[config.mk]
export PLATFORM = sky130hd
export DESIGN_NAME = time_ordered_insert_buffer_top
export DESIGN_NICKNAME = d
export VERILOG_FILES = /design/src/design/tib_pkg.sv /design/src/design/tib_ram.sv /design/src/design/tib_ctrl.sv /design/src/design/time_ordered_insert_buffer_top.sv
export SDC_FILE = /design/constraint.sdc
export NUM_CORES = 2
export LEC_CHECK = 0
export CAP_MARGIN = 20
export CORE_MARGIN = 8
export CORE_UTILIZATION = 35
export CTS_CLUSTER_DIAMETER = 40
export DETAILED_ROUTE_END_ITERATION = 12
export DONT_BUFFER_PORTS = 1
export GPL_TIMING_DRIVEN = 0
export MAX_ROUTING_LAYER = met4
export PLACE_DENSITY_LB_ADDON = 0.05
export SYNTH_ARGS = -nofsm -noshare
export SYNTH_HDL_FRONTEND = slang
export SYNTH_HIERARCHICAL = 1
export SYNTH_SLANG_ARGS = --single-unit
[constraint.sdc]
create_clock -name clk -period 17.4 [get_ports clk]
set_clock_uncertainty 0.2 [all_clocks]
set_input_delay 0.87 -clock clk [delete_from_list [all_inputs] [get_ports clk]]
set_output_delay 0.87 -clock clk [all_outputs]
set_load 0.05 [all_outputs]
[src/design/tib_pkg.sv]
package tib_pkg;

	localparam int QUEUE_DEPTH = 16;
	localparam int TIME_BITS   = 48;
	localparam int TAG_BITS    = 32;
	localparam int PTR_BITS    = $clog2(QUEUE_DEPTH);
	localparam int CNT_BITS    = $clog2(QUEUE_DEPTH + 1);
	localparam int ENTRY_BITS  = TIME_BITS + TAG_BITS;
	localparam int IN_BITS     = ((ENTRY_BITS + 7) / 8) * 8;
	localparam int RES_BITS    = 3 + TIME_BITS + TAG_BITS + CNT_BITS;
	localparam int OUT_BITS    = ((RES_BITS + 7) / 8) * 8;

	typedef logic [PTR_BITS-1:0]  ptr_t;
	typedef logic [CNT_BITS-1:0]  cnt_t;
	typedef logic [TIME_BITS-1:0] time_t;
	typedef logic [TAG_BITS-1:0]  tag_t;

	// One stored event, time in the low bits
	typedef struct packed {
		tag_t  tag;
		time_t stamp;
	} entry_t;

	// Memory access request from the sequencer
	typedef struct packed {
		logic   wr_en;
		ptr_t   wr_addr;
		entry_t wr_data;
		logic   rd_en;
		ptr_t   rd_addr;
	} ram_req_t;

	// One result item, last field in the low bits
	typedef struct packed {
		cnt_t  fill_level;
		tag_t  evicted_tag;
		time_t evicted_time;
		logic  evicted_valid;
		logic  dropped;
		logic  is_newest;
	} result_t;

endpackage

[src/design/tib_ram.sv]
module tib_ram #(
	parameter int WIDTH = 8,
	parameter int DEPTH = 16
) (
	input  logic                     clk,
	input  logic                     wr_en,
	input  logic [$clog2(DEPTH)-1:0] wr_addr,
	input  logic [WIDTH-1:0]         wr_data,
	input  logic                     rd_en,
	input  logic [$clog2(DEPTH)-1:0] rd_addr,
	output logic [WIDTH-1:0]         rd_data
);

	logic [WIDTH-1:0] mem_q [DEPTH];

	// Write port and registered read port
	always_ff @(posedge clk) begin
		if (wr_en) begin
			mem_q[wr_addr] <= wr_data;
		end
		if (rd_en) begin
			rd_data <= mem_q[rd_addr];
		end
	end

endmodule

[src/design/tib_ctrl.sv]
module tib_ctrl (
	input  logic              clk,
	input  logic              arst_n,
	input  logic              start,
	input  tib_pkg::time_t    in_time,
	input  tib_pkg::tag_t     in_tag,
	output logic              idle,
	output tib_pkg::ram_req_t ram_req,
	input  tib_pkg::entry_t   ram_rd_data,
	input  logic              res_ready,
	output logic              res_valid,
	output tib_pkg::result_t  res
);

	typedef enum logic [2:0] {
		ST_IDLE,
		ST_EV_RD,
		ST_EV_CHK,
		ST_SC_RD,
		ST_SC_CMP,
		ST_FIN
	} state_t;

	state_t          state_q;
	tib_pkg::ptr_t   head_q;
	tib_pkg::cnt_t   count_q;
	tib_pkg::cnt_t   k_q;
	tib_pkg::time_t  time_q;
	tib_pkg::tag_t   tag_q;
	logic            ev_valid_q;
	tib_pkg::entry_t ev_q;
	logic            drop_q;
	logic            newest_q;

	logic            later;
	logic            full;
	logic            scan_end;
	tib_pkg::ptr_t   k_ptr;
	tib_pkg::entry_t new_entry;

	// Shared compare: stored entry sorts after the incoming event
	assign later     = ram_rd_data.stamp > time_q;
	assign full      = count_q == tib_pkg::CNT_BITS'(tib_pkg::QUEUE_DEPTH);
	assign k_ptr     = k_q[tib_pkg::PTR_BITS-1:0];
	assign new_entry = '{tag: tag_q, stamp: time_q};
	assign idle      = state_q == ST_IDLE;

	// Stop the scan at the oldest kept entry; the evicted slot is not scanned
	assign scan_end  = k_q == (ev_valid_q ? count_q - tib_pkg::CNT_BITS'(1) : count_q);

	// Memory accesses: read the oldest entry when full; in the scan read one slot back, move it one slot up
	always_comb begin
		ram_req = '0;
		case (state_q)
			ST_EV_RD: begin
				ram_req.rd_en   = 1'b1;
				ram_req.rd_addr = head_q;
			end
			ST_SC_RD: begin
				if (scan_end) begin
					ram_req.wr_en   = 1'b1;
					ram_req.wr_addr = head_q - k_ptr;
					ram_req.wr_data = new_entry;
				end else begin
					ram_req.rd_en   = 1'b1;
					ram_req.rd_addr = head_q - k_ptr - tib_pkg::PTR_BITS'(1);
				end
			end
			ST_SC_CMP: begin
				ram_req.wr_en   = 1'b1;
				ram_req.wr_addr = head_q - k_ptr;
				ram_req.wr_data = later ? ram_rd_data : new_entry;
			end
			default: ram_req = '0;
		endcase
	end

	// Result of the finished step
	always_comb begin
		res_valid         = (state_q == ST_FIN) && res_ready;
		res.is_newest     = !drop_q && newest_q;
		res.dropped       = drop_q;
		res.evicted_valid = ev_valid_q;
		res.evicted_time  = ev_valid_q ? ev_q.stamp : '0;
		res.evicted_tag   = ev_valid_q ? ev_q.tag : '0;
		res.fill_level    = (drop_q || ev_valid_q) ? count_q
			: count_q + tib_pkg::CNT_BITS'(1);
	end

	// Sequencer
	always_ff @(posedge clk or negedge arst_n) begin
		if (!arst_n) begin
			state_q    <= ST_IDLE;
			head_q     <= '0;
			count_q    <= '0;
			k_q        <= '0;
			ev_valid_q <= 1'b0;
			drop_q     <= 1'b0;
			newest_q   <= 1'b0;
			time_q     <= '0;
			tag_q      <= '0;
			ev_q       <= '0;
		end else begin
			case (state_q)
				ST_IDLE: begin
					if (start) begin
						time_q     <= in_time;
						tag_q      <= in_tag;
						k_q        <= '0;
						ev_valid_q <= 1'b0;
						drop_q     <= 1'b0;
						state_q    <= full ? ST_EV_RD : ST_SC_RD;
					end
				end
				ST_EV_RD: state_q <= ST_EV_CHK;
				ST_EV_CHK: begin
					// oldest entry is later than the event: drop the event
					if (later) begin
						drop_q  <= 1'b1;
						state_q <= ST_FIN;
					end else begin
						ev_valid_q <= 1'b1;
						ev_q       <= ram_rd_data;
						state_q    <= ST_SC_RD;
					end
				end
				ST_SC_RD: begin
					if (scan_end) begin
						newest_q <= k_q == '0;
						state_q  <= ST_FIN;
					end else begin
						state_q <= ST_SC_CMP;
					end
				end
				ST_SC_CMP: begin
					if (later) begin
						k_q     <= k_q + tib_pkg::CNT_BITS'(1);
						state_q <= ST_SC_RD;
					end else begin
						newest_q <= k_q == '0;
						state_q  <= ST_FIN;
					end
				end
				ST_FIN: begin
					// hold until the output register is free
					if (res_ready) begin
						if (!drop_q) begin
							head_q <= head_q + tib_pkg::PTR_BITS'(1);
							if (!ev_valid_q) begin
								count_q <= count_q + tib_pkg::CNT_BITS'(1);
							end
						end
						state_q <= ST_IDLE;
					end
				end
				default: state_q <= ST_IDLE;
			endcase
		end
	end

endmodule

[src/design/time_ordered_insert_buffer_top.sv]
// Time-ordered insert buffer: keeps up to 16 events sorted by sample time in a
// single-port-write, registered-read ring memory. Each event is taken as one
// transfer and gives exactly one result transfer. A small sequencer walks the
// ring from the newest entry backward with one shared comparator, moving each
// later entry up by one slot (read, then compare and write in the next cycle),
// and writes the event into the freed slot. When the buffer is full it first
// reads and checks the oldest entry, and an event earlier than it is dropped
// without a scan. A finished result waits while the output register is still
// full. s_tready is low while an event is in work; a result waiting in the
// output register does not stop the next input transfer.
module time_ordered_insert_buffer_top (
	input  logic                        clk,
	input  logic                        arst_n,
	input  logic                        s_tvalid,
	output logic                        s_tready,
	// sample_time, payload_tag
	input  logic [tib_pkg::IN_BITS-1:0] s_tdata,
	output logic                        m_tvalid,
	input  logic                        m_tready,
	// is_newest, dropped, evicted_valid, evicted_time, evicted_tag, fill_level
	output logic [tib_pkg::OUT_BITS-1:0] m_tdata
);

	tib_pkg::ram_req_t ram_req;
	tib_pkg::entry_t   ram_rd_data;
	tib_pkg::result_t  res;
	tib_pkg::result_t  res_q;
	logic              res_valid;
	logic              res_ready;
	logic              idle;
	logic              out_valid_q;

	assign s_tready  = idle;
	assign res_ready = !out_valid_q || m_tready;

	tib_ctrl u_ctrl (
		.clk         (clk),
		.arst_n      (arst_n),
		.start       (s_tvalid && idle),
		.in_time     (s_tdata[tib_pkg::TIME_BITS-1:0]),
		.in_tag      (s_tdata[tib_pkg::ENTRY_BITS-1:tib_pkg::TIME_BITS]),
		.idle        (idle),
		.ram_req     (ram_req),
		.ram_rd_data (ram_rd_data),
		.res_ready   (res_ready),
		.res_valid   (res_valid),
		.res         (res)
	);

	tib_ram #(
		.WIDTH (tib_pkg::ENTRY_BITS),
		.DEPTH (tib_pkg::QUEUE_DEPTH)
	) u_ram (
		.clk     (clk),
		.wr_en   (ram_req.wr_en),
		.wr_addr (ram_req.wr_addr),
		.wr_data (ram_req.wr_data),
		.rd_en   (ram_req.rd_en),
		.rd_addr (ram_req.rd_addr),
		.rd_data (ram_rd_data)
	);

	// Output register: load a finished result, drop it once transferred
	always_ff @(posedge clk or negedge arst_n) begin
		if (!arst_n) begin
			out_valid_q <= 1'b0;
			res_q       <= '0;
		end else begin
			if (res_valid) begin
				out_valid_q <= 1'b1;
				res_q       <= res;
			end else if (m_tready) begin
				out_valid_q <= 1'b0;
			end
		end
	end

	assign m_tvalid = out_valid_q;
	assign m_tdata  = tib_pkg::OUT_BITS'(res_q);

	// A transfer in starts a step that blocks further input
	a_busy_after_accept: assert property (@(posedge clk) disable iff (!arst_n)
		s_tvalid && s_tready |=> !s_tready)
		else $error("input taken while a step is in work");

	// A dropped event reports a full buffer and nothing else
	a_drop_shape: assert property (@(posedge clk) disable iff (!arst_n)
		m_tvalid && res_q.dropped |-> !res_q.is_newest && !res_q.evicted_valid
			&& res_q.fill_level == tib_pkg::CNT_BITS'(tib_pkg::QUEUE_DEPTH))
		else $error("dropped result malformed");

	// Eviction only happens with a full buffer
	a_evict_full: assert property (@(posedge clk) disable iff (!arst_n)
		m_tvalid && res_q.evicted_valid
			|-> res_q.fill_level == tib_pkg::CNT_BITS'(tib_pkg::QUEUE_DEPTH))
		else $error("eviction below full");

	// Fill level never passes the depth
	a_fill_bound: assert property (@(posedge clk) disable iff (!arst_n)
		m_tvalid |-> res_q.fill_level <= tib_pkg::CNT_BITS'(tib_pkg::QUEUE_DEPTH))
		else $error("fill level out of range");

endmodule

After elaboration in Yosys (flattened, before gate mapping)
Memories as Yosys holds them, arrays and structs flattened. A register that Yosys moved wholly into a read port is not among the register bits.
Cells that the tools add are included.
- input port bits: 84
- memories: 1
- word-level logic and storage cells: 96
- bits in latches: 0
- memory bits (writable): 1280
- memory bits (read-only): 0
- bits in registers: 269
- memories (memory ; words ; width ; read ports ; clocked after memory_dff ; write ports ; line ; source):
    u_ram.mem_q ; 16 ; 80 ; 1 ; 1 ; 1 ; tib_ram.sv:14 ; logic [WIDTH-1:0] mem_q [DEPTH];
- shift-type cells: 0
- mux-type cells: 31
- div/mod/pow operators: 0
- eq/ne operators: 14
- add/sub/neg operators: 6
- $lt $le $gt $ge: 1
- bitwise operators: 3
- multiply operators: 0
- reduce and logical (&&, ||, !) cells: 22
- operators with widths (kind ; count):
    85-bit case mux with 2 select lines ; 1
    85-bit two-way mux ; 1
    80-bit two-way mux ; 1
    48-bit greater-than comparator ; 1
    48-bit two-way mux ; 1
    32-bit two-way mux ; 1
    5-bit two-way mux ; 5
    5-bit case mux with 2 select lines ; 2
    3-bit case mux with 6 select lines ; 1
    3-bit AND reduction ; 5
    3-bit two-way mux ; 4
    5-bit by 1-bit adder with 5-bit output, second input constant ; 2
    1-bit two-way mux ; 10
    2-bit by 1-bit != test with 1-bit output, second input constant ; 5
    2-bit nonzero test ; 4
    3-bit by 2-bit equality test with 1-bit output, second input constant ; 2
    3-bit equality test, second input constant ; 2
    1-bit case mux with 2 select lines ; 3
    2-bit AND reduction ; 3
    5-bit equality test ; 1
    5-bit equality test, second input constant ; 1
    5-bit logical NOT ; 1
    5-bit by 1-bit subtractor with 5-bit output, second input constant ; 1
    4-bit by 1-bit adder with 4-bit output, second input constant ; 1
    11 further kinds ; 18

Logic depth before layout (Yosys ltp)
- word-level depth: 7
- mapped depth: 15
- mapped depth without buffers: 12

By module
The synthesis kept the hierarchy.
- by module, submodules not included (module ; cells each ; area an instance (µm²) ; instances):
    tib_ram ; 2054 ; 50223.2 ; 1
    tib_ctrl ; 1211 ; 10751.6 ; 1
    time_ordered_insert_buffer_top ; 190 ; 3339.5 ; 1

Least setup slack after synthesis
No wires, ideal clock.
- path kind: register to register
- start point: register u_ctrl.count_q[0]
- end point: memory u_ram/mem_q[0][0] in the netlist's numbering (enable)
- setup time: 0.616 ns
- arrival time: 8.071 ns
- path buffers: 1
- path slack: 8.513 ns
- cell stages (with the launch flop): 12
- cells stage by stage: dfrtp_1 inv_1 ha_1 xor2_1 a31oi_1 or4_1 clkbuf_1 nor2_4 nor2_1 inv_1 or3b_2 nor3_1
- RTL lines (element ; line ; source):
    from (decl) ; tib_ctrl.sv:26 ; tib_pkg::cnt_t count_q;
    from (signal assigned) ; tib_ctrl.sv:150 ; count_q <= count_q + tib_pkg::CNT_BITS'(1);
    to (decl) ; tib_ram.sv:14 ;

==> qor.yml <==
clock_network:
  insertion_delay_ps: 920
  root_buffer: "clkbuf_16"
  clockBufferDepth: 4
  clk_transition_reported_paths_ps: 50
  htreeDepth: 5
  cts_buffers: 305
  ctsHoldBuffers: 82
  postCtsSetupRepairBufs: 0
  clkSinkCount: 1629
  tritoncts: "yes"
  cts_resized: 0
global_routing:
  grt_pass1_wl_um: 300000
  globalRouteOverflowTotal: 0
  grt_pass1_vias: 38093
  grt_antenna_before_repair: 18
  track_usage_pct: 22.2
  grt_max_degree: 270
critical_path:
  reg2reg_slack_ps: 11480
  arrival_ps: 6240
  cp.required_ps: 17720
  r2r_end: "u_ram/mem_q[14][50]$_DFFE_PP_"
  path_max_fanout: 16
  crit_path_start_kind: "flip-flop"
  reg2reg_depth: 9
  path_class: "flip-flop to flip-flop"
  endpoint_kind: "flip-flop"
  worst_r2r_startpoint: "u_ram/rd_data[47]$_DFFE_PP_"
cells_and_area:
  fillers: 15806
  syn2layout_area_growth_pct: 26.7
  finalNonFillerCells: 6738
  fin_area_mm2: 0.0815
  drive_gt1_share_pct: 29.9
  nets: 4181
drt:
  antenna_left: 0
  drt_wl_total_um: 217000
  wl_per_cell_um: 32.2
  first_iter_violations: 3392
  dr_total_vias: 36348
  dr.pass1.iters: 5
  drc_errors: 0
  via_per_inst: 5.39
placement:
  place.port_buffers: 0
  dp_hpwl_um: 144000
  placed_cell_area_mm2: 0.0702
  gp_congestion: 0.811
  place_inst: 6074
  dp_slack_ps: 11350
sta:
  drv_slew: 0
  hold_slack_ps: 211
  final-setup-viol-count: 0
  setup_ws_ps: 11480
  tightest_slew_ps: 1230
  rsz0062_at_grt: "no"
  fmax_mhz: 169
  finalHoldViolations: 0
  period_needed_ps: 5920
  relSlewSlack_pct: 18.0
  post-route-period-util_pct: 34.0
power:
  power_density_mw_per_mm2: 200
  leakage_nw: 28.4
  ir_worst_vdd_mv: 0.119
synth:
  synth_area_leaders: "edfxtp_1 (63%), mux4_2 (11%), dfrtp_1 (10%), mux2_2 (2.5%), nand2_1 (2.2%)"
  syn_nets: 3597
  synthMuxAreaShare_pct: 14.3
  synth_top_area_cell: "edfxtp_1"
  yosysWarnings: 6
  synthXorXnorAreaFrac_pct: 0.340
  synth_compound_area_share_pct: 3.95
  ys_types: 53
  synthSimpleGateAreaFrac_pct: 4.24
  synth-adder-area-share_pct: 1.14
  syn_avg_cell_area_um2: 18.6
  syn_area_mm2: 0.0643
  synth_seq_cells: 1629
  ys_seq_area_share_pct: 74.0
  synth_top_family_by_area: "multiplexers"
  postSynthCellCount: 3455
  synth-edff-count: 1360
  synthArstFlopShare_pct: 16.5
  synth_top_area_share_pct: 63.5
  synthFlopType: "edfxtp_1"
floorplanning:
  die_h_um: 445
  rows: 157
  io_pins: 174
  die_area_mm2: 0.198
  fp.coreArea_mm2: 0.183
  die_x_um: 445
  start_util_pct: 35.2
min_path:
  hold_class: "primary input to asynchronous set/reset pin"
outcome:
  status: "finished clean"
run:
  max_cap_viol_count: 0
[cell usage after synthesis, types with 23 or more instances]
cell type  instances
a21oi_1           23
a22oi_1          160
and2_1            84
buf_1             32
buf_2             45
clkbuf_1         109
dfrtp_1          269
edfxtp_1        1360
ha_1              57
inv_1             93
mux2_2           144
mux4_2           320
nand2_1          370
nand4_1           61
nor2_1            29
o21ai_0           62
o221ai_1          33
o311ai_0          31
[metal layers]
layer  track usage, %  share of wire (%)  wire length, um  up-vias
li1                 -                  -                -    15053
met1             28.4                 42            90600    19591
met2             36.1                 49           107000     1307
met3             3.89                5.5            12000      397
met4             7.48                3.6             7770        0
met5                -                  0                0        -
[critical path, stage by stage, from the launching register on]
cell and delay [ps]:
edfxtp_1 490, ha_1 380, nand4_1 230, nor4_1 1060, and3_1 380, a221o_1 270
clkbuf_1 410, nand3_1 610, buf_2 520, o221ai_1 930
[layout make-up]
| type | instances | area (um2) | area share, % |
|---|---|---|---|
| clock buffers | 360 | 8100 | 9.94 |
| repair buffers | 277 | 3650 | 4.48 |
| inverters | 93 | 349 | 0.428 |
| well taps | 2464 | 3080 | 3.78 |
| plain buffers | 208 | 982 | 1.21 |
| clock inverters | 178 | 1950 | 2.39 |
| multi-input cells | 1525 | 15800 | 19.4 |
| diodes | 4 | 10.0 | 0.0123 |
| flip-flops and latches | 1629 | 47600 | 58.4 |
[worst max path at each step]
stage                                    end  slack [ps]                           from  cells after the start
4_1_cts         u_ram/mem_q[7][69]$_DFFE_PP_       11370    u_ram/rd_data[47]$_DFFE_PP_                      9
6_report       u_ram/mem_q[14][50]$_DFFE_PP_       11480    u_ram/rd_data[47]$_DFFE_PP_                      9
3_3_place_gp    u_ram/mem_q[8][33]$_DFFE_PP_       -2220  u_ctrl/count_q[0]$_DFFE_PN0P_                     11
2_1_floorplan    u_ram/mem_q[0][0]$_DFFE_PP_        8510  u_ctrl/count_q[0]$_DFFE_PN0P_                     11
5_1_grt         u_ram/mem_q[9][50]$_DFFE_PP_       11410    u_ram/rd_data[47]$_DFFE_PP_                      9
3_5_place_dp    u_ram/mem_q[0][77]$_DFFE_PP_       11350    u_ram/rd_data[47]$_DFFE_PP_                      9
[registers in the layout (all words and copies together), names as in the netlist]
| register | flops |
|---|---|
| u_ctrl/count_q | 5 |
| u_ctrl/time_q | 48 |
| m_tvalid | 1 |
| u_ctrl/drop_q | 1 |
| u_ctrl/newest_q | 1 |
| u_ram/mem_q | 1280 |
| u_ctrl/ev_q | 80 |
| u_ctrl/tag_q | 32 |
| u_ctrl/k_q | 5 |
| u_ctrl/ev_valid_q | 1 |
| u_ram/rd_data | 80 |
| u_ctrl/state_q | 3 |
| u_ctrl/head_q | 4 |
| m_tdata | 88 |
[cells by family (layout without fill, tap and decap cells)]
kind of cell / Yosys count / in the layout
simple gates: 596 / 596
other cells: 0 / 4
mux: 494 / 494
buf+inv: 301 / 1116
fa+ha+maj: 58 / 58
compound gates: 352 / 352
flops: 1629 / 1629
xor+xnor: 25 / 25
[stage by stage]
| stage | power (mW) | TNS [ps] | util (%) |
|---|---|---|---|
| floorplan | 8.49 | 0 | - |
| global placement | 10.4 | -505490 | 36.9 |
| detailed placement | 10.6 | 0 | 38.4 |
| CTS | 16.5 | 0 | 44.4 |
| global route | 17.0 | 0 | 44.6 |
| finish | 16.3 | 0 | 44.6 |
[where the power goes]
| group | leakage (nW) | internal (mW) | switching, mW | total (mW) |
|---|---|---|---|---|
| sequential | 15.9 | 5.13 | 0.773 | 5.90 |
| combinational | 7.59 | 1.75 | 2.88 | 4.64 |
| clock | 4.86 | 3.78 | 2.02 | 5.80 |
[cell usage in the layout (no fill, tap or decap), drive strengths merged, types with 2 or more instances in the layout]
| cell type | instances |
|---|---|
| nor4b | 2 |
| nand2 | 370 |
| nand2b | 7 |
| inv | 131 |
| nor4 | 2 |
| nand3b | 2 |
| a211o | 3 |
| a21o | 11 |
| bufinv | 29 |
| nor2b | 5 |
| o311ai | 47 |
| and2 | 84 |
| and4 | 2 |
| buf | 293 |
| nand3 | 15 |
| mux2i | 4 |
| nor3 | 10 |
| or4 | 2 |
| a221o | 3 |
| mux4 | 320 |
| ha | 57 |
| nor2 | 30 |
| a22oi | 160 |
| clkinvlp | 27 |
| edfxtp | 1360 |
| dfrtp | 269 |
| dlygate4sd3 | 81 |
| clkbuf | 471 |
| mux2 | 170 |
| clkinv | 84 |
| a21oi | 24 |
| xnor2 | 19 |
| o21ai | 62 |
| o221ai | 33 |
| o22ai | 2 |
| nand4 | 61 |
| diode | 4 |
| xor2 | 6 |
Power figures use the tool's default switching activity.
